--- config.mk ---
export PLATFORM = sky130hd
export DESIGN_NAME = hsv_to_rgb_converter_unit_flat
export DESIGN_NICKNAME = d
export VERILOG_FILES = /design/src/hsv2rgb_pkg.sv /design/src/hsv2rgb_ifs.sv /design/src/hsv2rgb_sector.sv /design/src/hsv2rgb_scale.sv /design/src/hsv2rgb_div.sv /design/src/hsv_to_rgb_converter_unit.sv /design/src/flat_wrapper.sv
export SDC_FILE = /design/constraint.sdc
export NUM_CORES = 2
export LEC_CHECK = 0
export ABC_AREA = 0
export BUFFER_PORTS_ARGS = -buffer_cell sky130_fd_sc_hd__buf_2
export CORE_ASPECT_RATIO = 0.9
export CORE_MARGIN = 2
export CORE_UTILIZATION = 32
export CTS_CLUSTER_DIAMETER = 50
export DETAILED_ROUTE_END_ITERATION = 10
export PLACE_DENSITY = 0.56
export SYNTH_ARGS = -nofsm -noshare
export SYNTH_HDL_FRONTEND = slang
export SYNTH_HIERARCHICAL = 1
export SYNTH_SLANG_ARGS = --single-unit
--- constraint.sdc ---
create_clock -name clock -period 7.29 [get_ports clock]
set_input_delay 1.458 -clock clock [delete_from_list [all_inputs] [get_ports clock]]
set_output_delay 1.458 -clock clock [all_outputs]
set_load 0.05 [all_outputs]
--- src/hsv2rgb_pkg.sv ---
// Shared constants and pipeline payload types for the HSV to RGB converter.
package hsv2rgb_pkg;

   localparam int HUE_W = 15;
   localparam int CHAN_W = 8;
   localparam int FRAC_W = 12;
   localparam int NUM_W = 20;
   localparam int LANES = 3;

   localparam logic [HUE_W-1:0] HUE_FULL = 15'd23040;
   localparam logic [HUE_W-1:0] HUE_SECTOR = 15'd3840;
   localparam logic [FRAC_W-1:0] SECTOR_SPAN = 12'd3840;
   localparam logic [CHAN_W-1:0] UNIT = 8'd255;
   localparam logic [NUM_W-1:0] FULL_SCALE = 20'd979200;
   localparam logic [FRAC_W-1:0] DIV_BASE = 12'd3825;
   localparam logic [63:0] RECIP_WIDE = 64'h1_0000_0000 / 64'd3825;
   localparam int RECIP_W = 21;
   localparam logic [RECIP_W-1:0] DIV_RECIP = RECIP_WIDE[RECIP_W-1:0];

   localparam int LANE_P = 0;
   localparam int LANE_Q = 1;
   localparam int LANE_T = 2;

   typedef enum logic [2:0] {
      SECTOR_0,
      SECTOR_1,
      SECTOR_2,
      SECTOR_3,
      SECTOR_4,
      SECTOR_5
   } sector_type;

   typedef struct packed {
      logic [HUE_W-1:0]  hue;
      logic [CHAN_W-1:0] sat;
      logic [CHAN_W-1:0] val;
   } hsv_type;

   typedef struct packed {
      sector_type        sector;
      logic [FRAC_W-1:0] frac;
      logic [CHAN_W-1:0] sat;
      logic [CHAN_W-1:0] val;
   } sect_type;

   typedef struct packed {
      sector_type                  sector;
      logic [CHAN_W-1:0]           val;
      logic [LANES-1:0][NUM_W-1:0] x;
   } num_type;

   typedef struct packed {
      sector_type                   sector;
      logic [CHAN_W-1:0]            val;
      logic [LANES-1:0][CHAN_W-1:0] q;
   } chan_type;

endpackage

--- src/hsv2rgb_ifs.sv ---
// Valid/ready channel interfaces for the HSV request word and the RGB response word.
interface hsv2rgb_req_if;
   logic       valid;
   logic       ready;
   logic [14:0] hue;
   logic [7:0] saturation;
   logic [7:0] brightness;

   modport source(output valid, output hue, output saturation, output brightness,
                  input ready);
   modport sink(input valid, input hue, input saturation, input brightness,
                output ready);
endinterface

interface hsv2rgb_rsp_if;
   logic       valid;
   logic       ready;
   logic [7:0] red;
   logic [7:0] green;
   logic [7:0] blue;

   modport source(output valid, output red, output green, output blue, input ready);
   modport sink(input valid, input red, input green, input blue, output ready);
endinterface

--- src/hsv2rgb_sector.sv ---
// Hue wrap and sector split stages of the HSV to RGB pipeline.
module hsv2rgb_sector (
   input  logic                 clock,
   input  logic                 reset,
   input  logic                 in_valid,
   output logic                 in_ready,
   input  hsv2rgb_pkg::hsv_type  in_data,
   output logic                 out_valid,
   input  logic                 out_ready,
   output hsv2rgb_pkg::sect_type out_data
);
   import hsv2rgb_pkg::*;

   logic              wrap_valid_ff;
   hsv_type           wrap_ff;
   hsv_type           wrap_in;
   logic              sect_valid_ff;
   sect_type          sect_ff;
   sect_type          sect_in;
   logic              wrap_ready;
   logic              sect_ready;
   logic [2:0]        sec_idx;
   logic [HUE_W-1:0]  base;
   logic [HUE_W-1:0]  frac_full;

   assign sect_ready = !sect_valid_ff || out_ready;
   assign wrap_ready = !wrap_valid_ff || sect_ready;
   assign in_ready = wrap_ready;

   always_comb begin
      wrap_in = in_data;
      if (in_data.hue >= HUE_FULL) begin
         wrap_in.hue = in_data.hue - HUE_FULL;
      end
   end

   always_comb begin
      sec_idx = 3'd0;
      base = '0;
      for (int k = 1; k < 6; k++) begin
         if (wrap_ff.hue >= HUE_W'(k * HUE_SECTOR)) begin
            sec_idx = 3'(k);
            base = HUE_W'(k * HUE_SECTOR);
         end
      end
      frac_full = wrap_ff.hue - base;
      sect_in.sector = sector_type'(sec_idx);
      sect_in.frac = frac_full[FRAC_W-1:0];
      sect_in.sat = wrap_ff.sat;
      sect_in.val = wrap_ff.val;
   end

   always_ff @(posedge clock) begin
      if (reset) begin
         wrap_valid_ff <= 1'b0;
         sect_valid_ff <= 1'b0;
      end else begin
         if (wrap_ready) begin
            wrap_valid_ff <= in_valid;
         end
         if (sect_ready) begin
            sect_valid_ff <= wrap_valid_ff;
         end
      end
   end

   always_ff @(posedge clock) begin
      if (wrap_ready && in_valid) begin
         wrap_ff <= wrap_in;
      end
      if (sect_ready && wrap_valid_ff) begin
         sect_ff <= sect_in;
      end
   end

   assign out_valid = sect_valid_ff;
   assign out_data = sect_ff;

   // The fraction left after the sector split must stay inside one sector.
   frac_in_range: assert property (@(posedge clock) disable iff (reset)
      sect_valid_ff |-> (sect_ff.frac < SECTOR_SPAN))
      else $error("sector fraction out of range");

endmodule

--- src/hsv2rgb_scale.sv ---
// Product stages that form the scaled p, q and t numerators of the pipeline.
module hsv2rgb_scale (
   input  logic                 clock,
   input  logic                 reset,
   input  logic                 in_valid,
   output logic                 in_ready,
   input  hsv2rgb_pkg::sect_type in_data,
   output logic                 out_valid,
   input  logic                 out_ready,
   output hsv2rgb_pkg::num_type  out_data
);
   import hsv2rgb_pkg::*;

   logic                  mul_valid_ff;
   num_type               mul_ff;
   num_type               mul_in;
   logic                  num_valid_ff;
   num_type               num_ff;
   num_type               num_in;
   logic                  mul_ready;
   logic                  num_ready;
   logic [FRAC_W-1:0]     rest_span;
   logic [NUM_W-1:0]      fs_prod;
   logic [NUM_W-1:0]      gs_prod;
   logic [NUM_W-1:0]      ps_prod;
   logic [LANES-1:0][27:0] wide_prod;

   assign num_ready = !num_valid_ff || out_ready;
   assign mul_ready = !mul_valid_ff || num_ready;
   assign in_ready = mul_ready;

   always_comb begin
      rest_span = SECTOR_SPAN - in_data.frac;
      fs_prod = NUM_W'(in_data.frac) * NUM_W'(in_data.sat);
      gs_prod = NUM_W'(rest_span) * NUM_W'(in_data.sat);
      ps_prod = NUM_W'(UNIT - in_data.sat) * NUM_W'(SECTOR_SPAN);
      mul_in.sector = in_data.sector;
      mul_in.val = in_data.val;
      mul_in.x[LANE_P] = ps_prod;
      mul_in.x[LANE_Q] = FULL_SCALE - fs_prod;
      mul_in.x[LANE_T] = FULL_SCALE - gs_prod;
   end

   always_comb begin
      num_in.sector = mul_ff.sector;
      num_in.val = mul_ff.val;
      for (int i = 0; i < LANES; i++) begin
         wide_prod[i] = 28'(mul_ff.val) * 28'(mul_ff.x[i]);
         num_in.x[i] = wide_prod[i][27:8];
      end
   end

   always_ff @(posedge clock) begin
      if (reset) begin
         mul_valid_ff <= 1'b0;
         num_valid_ff <= 1'b0;
      end else begin
         if (mul_ready) begin
            mul_valid_ff <= in_valid;
         end
         if (num_ready) begin
            num_valid_ff <= mul_valid_ff;
         end
      end
   end

   always_ff @(posedge clock) begin
      if (mul_ready && in_valid) begin
         mul_ff <= mul_in;
      end
      if (num_ready && mul_valid_ff) begin
         num_ff <= num_in;
      end
   end

   assign out_valid = num_valid_ff;
   assign out_data = num_ff;

endmodule

--- src/hsv2rgb_div.sv ---
// Constant divider stages: reciprocal estimate, then a one-step remainder correction.
module hsv2rgb_div (
   input  logic                 clock,
   input  logic                 reset,
   input  logic                 in_valid,
   output logic                 in_ready,
   input  hsv2rgb_pkg::num_type  in_data,
   output logic                 out_valid,
   input  logic                 out_ready,
   output hsv2rgb_pkg::chan_type out_data
);
   import hsv2rgb_pkg::*;

   typedef struct packed {
      sector_type                   sector;
      logic [CHAN_W-1:0]            val;
      logic [LANES-1:0][NUM_W-1:0]  x;
      logic [LANES-1:0][CHAN_W-1:0] qa;
   } est_type;

   localparam int PROD_W = NUM_W + RECIP_W;

   logic                        est_valid_ff;
   est_type                     est_ff;
   est_type                     est_in;
   logic                        quo_valid_ff;
   chan_type                    quo_ff;
   chan_type                    quo_in;
   logic                        est_ready;
   logic                        quo_ready;
   logic [LANES-1:0][PROD_W-1:0] recip_prod;
   logic [LANES-1:0][NUM_W-1:0]  rem;

   assign quo_ready = !quo_valid_ff || out_ready;
   assign est_ready = !est_valid_ff || quo_ready;
   assign in_ready = est_ready;

   always_comb begin
      est_in.sector = in_data.sector;
      est_in.val = in_data.val;
      est_in.x = in_data.x;
      for (int i = 0; i < LANES; i++) begin
         recip_prod[i] = PROD_W'(in_data.x[i]) * PROD_W'(DIV_RECIP);
         est_in.qa[i] = recip_prod[i][39:32];
      end
   end

   always_comb begin
      quo_in.sector = est_ff.sector;
      quo_in.val = est_ff.val;
      for (int i = 0; i < LANES; i++) begin
         rem[i] = est_ff.x[i] - NUM_W'(est_ff.qa[i]) * NUM_W'(DIV_BASE);
         if (rem[i] >= NUM_W'(DIV_BASE)) begin
            quo_in.q[i] = est_ff.qa[i] + 8'd1;
         end else begin
            quo_in.q[i] = est_ff.qa[i];
         end
      end
   end

   always_ff @(posedge clock) begin
      if (reset) begin
         est_valid_ff <= 1'b0;
         quo_valid_ff <= 1'b0;
      end else begin
         if (est_ready) begin
            est_valid_ff <= in_valid;
         end
         if (quo_ready) begin
            quo_valid_ff <= est_valid_ff;
         end
      end
   end

   always_ff @(posedge clock) begin
      if (est_ready && in_valid) begin
         est_ff <= est_in;
      end
      if (quo_ready && est_valid_ff) begin
         quo_ff <= quo_in;
      end
   end

   assign out_valid = quo_valid_ff;
   assign out_data = quo_ff;

   // The reciprocal estimate may fall short by at most one, never more.
   estimate_close: assert property (@(posedge clock) disable iff (reset)
      est_valid_ff |-> (rem[LANE_P] < NUM_W'(2 * DIV_BASE))
                    && (rem[LANE_Q] < NUM_W'(2 * DIV_BASE))
                    && (rem[LANE_T] < NUM_W'(2 * DIV_BASE)))
      else $error("reciprocal estimate off by more than one");

endmodule

--- src/hsv_to_rgb_converter_unit.sv ---
// Top level of the HSV to RGB converter: pipeline assembly, channel select and output register.
//
// The req_chan word carries a hue in 1/64-degree units (23040 is a full turn; values
// from 23040 upward are wrapped once), an 8-bit saturation and an 8-bit brightness.
// The rsp_chan word carries the 8-bit red, green and blue channels.
// Both channels use valid/ready; a word moves on a rising edge with both high.
// The pipeline has seven register stages: hue wrap, sector split, span products,
// brightness products, reciprocal estimate, remainder correction and the output
// register that also picks the channels by sector.
// An accepted word passes through every stage in order and is presented on rsp_chan from the output register.
// One word is accepted every cycle while the receiver takes results; the seven
// stages with their valid bits bound the words in flight.
// When the receiver stalls, each stage holds its word and empty stages keep
// filling, so req_chan stays ready until the pipeline is full.
// Synchronous reset empties the pipeline; no word is presented after it.
module hsv_to_rgb_converter_unit (
   input  logic clock,
   input  logic reset,
   hsv2rgb_req_if.sink   req_chan,
   hsv2rgb_rsp_if.source rsp_chan
);
   import hsv2rgb_pkg::*;

   hsv_type           req_data;
   logic              sect_valid;
   logic              sect_ready;
   sect_type          sect_data;
   logic              num_valid;
   logic              num_ready;
   num_type           num_data;
   logic              chan_valid;
   logic              chan_ready;
   chan_type          chan_data;
   logic              out_valid_ff;
   logic [CHAN_W-1:0] red_ff;
   logic [CHAN_W-1:0] red_in;
   logic [CHAN_W-1:0] green_ff;
   logic [CHAN_W-1:0] green_in;
   logic [CHAN_W-1:0] blue_ff;
   logic [CHAN_W-1:0] blue_in;

   assign req_data.hue = req_chan.hue;
   assign req_data.sat = req_chan.saturation;
   assign req_data.val = req_chan.brightness;

   hsv2rgb_sector u_sector (
      .clock     (clock),
      .reset     (reset),
      .in_valid  (req_chan.valid),
      .in_ready  (req_chan.ready),
      .in_data   (req_data),
      .out_valid (sect_valid),
      .out_ready (sect_ready),
      .out_data  (sect_data)
   );

   hsv2rgb_scale u_scale (
      .clock     (clock),
      .reset     (reset),
      .in_valid  (sect_valid),
      .in_ready  (sect_ready),
      .in_data   (sect_data),
      .out_valid (num_valid),
      .out_ready (num_ready),
      .out_data  (num_data)
   );

   hsv2rgb_div u_div (
      .clock     (clock),
      .reset     (reset),
      .in_valid  (num_valid),
      .in_ready  (num_ready),
      .in_data   (num_data),
      .out_valid (chan_valid),
      .out_ready (chan_ready),
      .out_data  (chan_data)
   );

   assign chan_ready = !out_valid_ff || rsp_chan.ready;

   always_comb begin
      case (chan_data.sector)
         SECTOR_0: begin
            red_in = chan_data.val;
            green_in = chan_data.q[LANE_T];
            blue_in = chan_data.q[LANE_P];
         end
         SECTOR_1: begin
            red_in = chan_data.q[LANE_Q];
            green_in = chan_data.val;
            blue_in = chan_data.q[LANE_P];
         end
         SECTOR_2: begin
            red_in = chan_data.q[LANE_P];
            green_in = chan_data.val;
            blue_in = chan_data.q[LANE_T];
         end
         SECTOR_3: begin
            red_in = chan_data.q[LANE_P];
            green_in = chan_data.q[LANE_Q];
            blue_in = chan_data.val;
         end
         SECTOR_4: begin
            red_in = chan_data.q[LANE_T];
            green_in = chan_data.q[LANE_P];
            blue_in = chan_data.val;
         end
         default: begin
            red_in = chan_data.val;
            green_in = chan_data.q[LANE_P];
            blue_in = chan_data.q[LANE_Q];
         end
      endcase
   end

   always_ff @(posedge clock) begin
      if (reset) begin
         out_valid_ff <= 1'b0;
      end else if (chan_ready) begin
         out_valid_ff <= chan_valid;
      end
   end

   always_ff @(posedge clock) begin
      if (chan_ready && chan_valid) begin
         red_ff <= red_in;
         green_ff <= green_in;
         blue_ff <= blue_in;
      end
   end

   assign rsp_chan.valid = out_valid_ff;
   assign rsp_chan.red = red_ff;
   assign rsp_chan.green = green_ff;
   assign rsp_chan.blue = blue_ff;

   // No derived channel may exceed the brightness.
   chan_below_val: assert property (@(posedge clock) disable iff (reset)
      chan_valid |-> (chan_data.q[LANE_P] <= chan_data.val)
                  && (chan_data.q[LANE_Q] <= chan_data.val)
                  && (chan_data.q[LANE_T] <= chan_data.val))
      else $error("derived channel above brightness");

   // A full output register that is not taken must hold back the stage behind it.
   stall_holds_back: assert property (@(posedge clock) disable iff (reset)
      (out_valid_ff && !rsp_chan.ready) |-> !chan_ready)
      else $error("divider stage not held during output stall");

   // Reset leaves no word on the response side.
   reset_empties: assert property (@(posedge clock)
      reset |=> !out_valid_ff)
      else $error("response valid after reset");

endmodule
--- src/flat_wrapper.sv ---
// flat-port wrapper written by rule: the top's interface ports become plain ports
module hsv_to_rgb_converter_unit_flat import hsv2rgb_pkg::*;
  (clock, reset, req_chan_valid, req_chan_hue, req_chan_saturation, req_chan_brightness, req_chan_ready, rsp_chan_valid, rsp_chan_red, rsp_chan_green, rsp_chan_blue, rsp_chan_ready);
  hsv2rgb_req_if req_chan_i ();
  hsv2rgb_rsp_if rsp_chan_i ();
  input  logic clock;
  input  logic reset;
  input wire logic [$bits(req_chan_i.valid)-1:0] req_chan_valid;
  input wire logic [$bits(req_chan_i.hue)-1:0] req_chan_hue;
  input wire logic [$bits(req_chan_i.saturation)-1:0] req_chan_saturation;
  input wire logic [$bits(req_chan_i.brightness)-1:0] req_chan_brightness;
  output wire logic [$bits(req_chan_i.ready)-1:0] req_chan_ready;
  output wire logic [$bits(rsp_chan_i.valid)-1:0] rsp_chan_valid;
  output wire logic [$bits(rsp_chan_i.red)-1:0] rsp_chan_red;
  output wire logic [$bits(rsp_chan_i.green)-1:0] rsp_chan_green;
  output wire logic [$bits(rsp_chan_i.blue)-1:0] rsp_chan_blue;
  input wire logic [$bits(rsp_chan_i.ready)-1:0] rsp_chan_ready;
  assign req_chan_i.valid = req_chan_valid;
  assign req_chan_i.hue = req_chan_hue;
  assign req_chan_i.saturation = req_chan_saturation;
  assign req_chan_i.brightness = req_chan_brightness;
  assign req_chan_ready = req_chan_i.ready;
  assign rsp_chan_valid = rsp_chan_i.valid;
  assign rsp_chan_red = rsp_chan_i.red;
  assign rsp_chan_green = rsp_chan_i.green;
  assign rsp_chan_blue = rsp_chan_i.blue;
  assign rsp_chan_i.ready = rsp_chan_ready;
  hsv_to_rgb_converter_unit u_core (.clock(clock), .reset(reset), .req_chan(req_chan_i), .rsp_chan(rsp_chan_i));
endmodule
Word level (Yosys, flattened, before mapping)
Cells that the tools add are included.
W data, S select, Z words.
{ "word_totals": {"register_bits": 357, "latch_bits": 0, "ramBits": 0, "romBits": 0, "inputBits": 35, "out_inout_bits": 26, "elab_cells": 121, "memories": 0} }
{ "classes": {"add_sub_neg": 12, "n_mul": 12, "div": 0, "magnitude_cmp": 9, "eq_ne": 4, "shifts": 0, "muxes": 16, "bitwise": 0, "n_reduce_logical": 27} }
{ "op_table": {"columns": ["operator", "count"], "rows": [
  ["$mul A20 B21 Y40 const B", 3],
  ["$pmux W8 S3", 3],
  ["$ge A20 B12 Y1 const B", 3],
  ["$mul A8 B12 Y20 const B", 3],
  ["$mux W12", 5],
  ["$sub A20 B20 Y20", 3],
  ["$mul A8 B20 Y28", 2],
  ["$mul A12 B8 Y20", 2],
  ["$sub A20 B20 Y20 const A", 2],
  ["$ge A15 B14 Y1 const B", 2],
  ["$ge A15 B15 Y1 const B", 2],
  ["$add A8 B1 Y8 const B", 3],
  ["$mux W8", 3],
  ["$mul A20 B4 Y12 const B", 1],
  ["$mul A8 B12 Y20", 1],
  ["$ge A15 B12 Y1 const B", 1],
  ["$ge A15 B13 Y1 const B", 1],
  ["$mux W15", 1],
  ["$sub A15 B15 Y15 const B", 1],
  ["$sub A12 B12 Y12", 1],
  ["$sub A12 B12 Y12 const A", 1],
  ["$reduce_or A2 Y1", 5],
  ["$sub A8 B8 Y9 const A", 1],
  ["$logic_and A1 B1 Y1", 7],
  ["8 further kinds", 23]
]} }

Depth between registers and ports, before layout
{ "depth": {"word_depth": 9, "mapped_depth": 23} }

Cells and area by module
Netlist, hierarchy kept.
{ "modules_own_cells": {"columns": ["module", "n_inst", "cells_each", "area_per_inst_um2", "seq_area_each_um2"], "rows": [
  ["hsv2rgb_div", 1, 2801, 28353.4, 3943.8],
  ["hsv2rgb_scale", 1, 2518, 24128.1, 4033.9],
  ["hsv2rgb_sector", 1, 141, 2376.0, 1901.8],
  ["hsv_to_rgb_converter_unit", 1, 171, 1711.6, 740.7]
]} }

Worst setup path before layout
OpenSTA, ideal clock, no wires.
{ "synth_path": {"kind": "flip-flop to flip-flop", "startpoint": "register u_core.u_scale.num_ff (netlist bit u_core/u_scale/out_data[39])", "endpoint": "register u_core/u_div/est_ff[14] in the netlist's numbering (data pin)", "setup_ps": 258, "t_arrival_ps": 5940, "t_required_ps": 7032, "slack_ps": 1093, "stages_incl_launch_ff": 21, "n_path_buf": 0, "synth_period_minus_slack_ps": 6197, "cell_sequence": "edfxtp_1 ha_1 inv_1 fa_1 inv_1 fa_1 fa_1 fa_1 inv_1 fa_1 fa_1 ha_1 nand3_1 a2111o_1 or4_1 or3_1 a31oi_1 nand2_1 nand2b_1 a21oi_1 xnor2_1"} }
{ "synth_lines": {"columns": ["item", "line_no", "text"], "rows": [
  ["from (decl)", "hsv2rgb_scale.sv:18", "num_type num_ff;"],
  ["from (signal assigned)", "hsv2rgb_scale.sv:72", "num_ff <= num_in;"],
  ["to (signal assigned)", "hsv2rgb_div.sv:77", "est_ff <= est_in;"],
  ["to (decl)", "hsv2rgb_div.sv:24", "est_type est_ff;"]
]} }

==> impl_results.md <==
- Avg Inst Size Synth: 10.0 sq um
- CP Cell Sequence: ha_1, inv_1, fa_1, inv_1, fa_1, fa_1, fa_1, inv_1, fa_1, fa_1, ha_1, nand4_1, nor2_1, o21ai_0, a21oi_1, o31ai_1, a2111oi_0, nor2_1, nand2b_1, xnor2_1
- RSZ-0062 raised after global routing: false
- Share of cells above drive strength 1: 4.43%
- Post-CTS Hold Buffers: 0
- GR Util All Layers: 14.2%
- CP arrival: 7040 ps
- Crit path top cell by count: fa_1
- Clock buffer depth: 3
- I/O pins: 61
- CP endpoint kind: register
- Die Ht: 403 um
- Setup crit start kind: register
- Final Util: 35.0%
- Core box area: between 150000 and 200000 sq um
- Status: finished clean
- Most frequent cells in the layout: 1374 x inv_1, 997 x ha_1, 777 x fa_1
- Gate Count Post-Synth: between 5000 and 6000
- Yosys warning count: 6
- Clock Skews: about 38 ps
- Vias: 37500
- Starting DRC count in detailed routing: 1865
- Root buffer cell: clkbuf_16
- Die area: between 150000 and 200000 sq um
- Post-synth EDFFs: ~350
- Finished Cell Area: 61500 sq um
- Area Overhead vs Synth: 8.78%
- Drt first pass iters: 5
- Largest cells by area after synthesis: fa_1 27%, ha_1 22%, edfxtp_1 19%
- Max Clk Rate: 0.150 GHz
- Most common cell after layout, fill and taps aside: inv_1
- Clock slew at reported path FFs: 60 ps
- Max Cap Viol: 0
- Yosys reg bits: between 300 and 400
- Clk sinks: 356
- Input/output buffers: 60
- First-pass GRT wire length: 209 mm
- Crit path kind: register to register
- Drt wl/cell: approximately 15 um
- Clock Latency Late Sink: 650 ps
- Initial antenna violation count: 1
- # rows: between 100 and 150
- Class of the worst hold path: register to register
- Postcts setup bufs: 0
- Vias per cell: 4.63
- Post-DP HPWL: 102 mm
- GPL Wtd Cong: 0.890
- Ys async rst share: 0%
- Synthesized area: roughly 57000 sq um
- CTS tree: built
- Share of the synthesized area in the top cell type: 27.5%
- Synth area leader: fa_1
- # setup viols final: 0
- Routed Antenna Nets: 0
- Worst Tran Pin Value: 1140 ps
- WP data required: 7660 ps
- Post-CTS sizing: 0
- Final Hold Viols: 0
- Cts bufs inserted: between 50 and 60
- Synth cell types: 101
- Slew Limit Fails: 0
- CP max FO: 6
- Area post-placement: 59700 sq um
- Most common flop cell mapped by yosys: edfxtp_1
- Grt total ovfl: 0
- Vias in the first global route: 39400
- Slew HR: between 20% and 30%
- Remaining DRCs: 0
- Nets@finish: between 7000 and 8000
- Final WL: 124 mm
- Diodes inserted: 0
- Fillers: 17800
- Fin crit share: roughly nine tenths
- Mapped Nets: approximately 7400
- H-tree depth: 2
- Setup TNS Final: 0 ps
- Slowest-stage cell, CP: a2111oi_0
- Seq/Total Area, Yosys: 18.8%
- Largest stage delay on the critical path: 930 ps
- Die W: 447 um
- Initial Utilization: 32.2%
- Minimum clock period: 6670 ps
- Largest net degree at the start of global routing: 63
-- area by class of cell --
| cell class | count | area, sq um | share of cell area [%] |
|---|---|---|---|
| sequential | 356 | 10600 | 17.3 |
| timing repair buffer | 99 | 593 | 0.964 |
| clock inverter | 40 | 439 | 0.714 |
| tap | 2368 | 2960 | 4.81 |
| clock buffer | 60 | 1370 | 2.23 |
| multi-input combinational | 3799 | 40400 | 65.6 |
| inverter | 1374 | 5160 | 8.38 |
-- registers in the layout (all words and copies together), names as in the netlist, 8 cells and up --
signal / cells
u_core/rsp_chan.red: 8
u_core/u_scale/mul_ff: 62
u_core/u_sector/wrap_ff: 15
u_core/u_sector/sect_in: 16
u_core/u_div/est_ff: 95
u_core/u_div/out_data: 35
u_core/u_scale/out_data: 71
u_core/rsp_chan.blue: 8
u_core/rsp_chan.green: 8
u_core/u_sector/out_data: 31
-- cell families after synthesis --
| logic type | share of synthesized area, % |
|---|---|
| xor gates and xnor gates | 2.90 |
| AOI/OAI and AO/OA | 7.60 |
| and+or+nand+nor | 11.0 |
| muxes | 0.338 |
| buffers and inverters | 9.87 |
| adders and majority gates | 49.5 |
| DFF | 18.8 |
-- final timing paths --
check | cells past startpoint | startpoint | to | slack, ps
max | 20 | u_core/u_scale/out_data[10]$_DFFE_PP_ | u_core/u_div/est_ff[4]$_DFFE_PP_ | 620
min | 0 | u_core/u_sector/out_data[30]$_SDFFCE_PP1P_ | u_core/u_scale/mul_ff[70]$_DFFE_PP_ | 420
max reg2reg | 20 | u_core/u_scale/out_data[10]$_DFFE_PP_ | u_core/u_div/est_ff[4]$_DFFE_PP_ | 620
min reg2reg | 0 | u_core/u_sector/out_data[30]$_SDFFCE_PP1P_ | u_core/u_scale/mul_ff[70]$_DFFE_PP_ | 420
-- cells in the mapped netlist, types with 81 or more instances --
cell type     n
a21oi_1     173
ha_1        997
xnor2_1     128
inv_1      1374
a21o_1       93
nand2_1     363
and2_1      352
fa_1        777
edfxtp_1    349
nor2_1      117
clkbuf_1     81
o21ai_0     108
-- per-stage QoR --
step / cells / worst slack (ps) / hold WS (ps)
floorplan: 5631 / 1090 / 400
global placement: 7996 / 644 / 404
detailed placement: 7996 / 600 / 405
CTS: 8096 / 599 / 418
global route: 8096 / 222 / 426
finish: 8096 / 617 / 417
-- layer usage --
layer | wire length [um] | vias up | global-route usage, %
met5 | 0 | - | 0
met4 | 1910 | 0 | 2.59
met3 | 4060 | 105 | 1.44
met2 | 54600 | 511 | 22.1
met1 | 63500 | 18600 | 21.3
li1 | - | 18300 | -
-- critical path: cells and delay by family (launching register included) --
family | cells | cell delay (ps)
fa+ha+maj | 8 | 3430
compound gates | 4 | 1450
buf+inv | 3 | 200
simple gates | 4 | 670
xor+xnor | 1 | 120
flops | 1 | 540
Power is left out: the tool's default activity adds up to more than one toggle a clock period on the data nets, which glitch-free logic cannot reach.
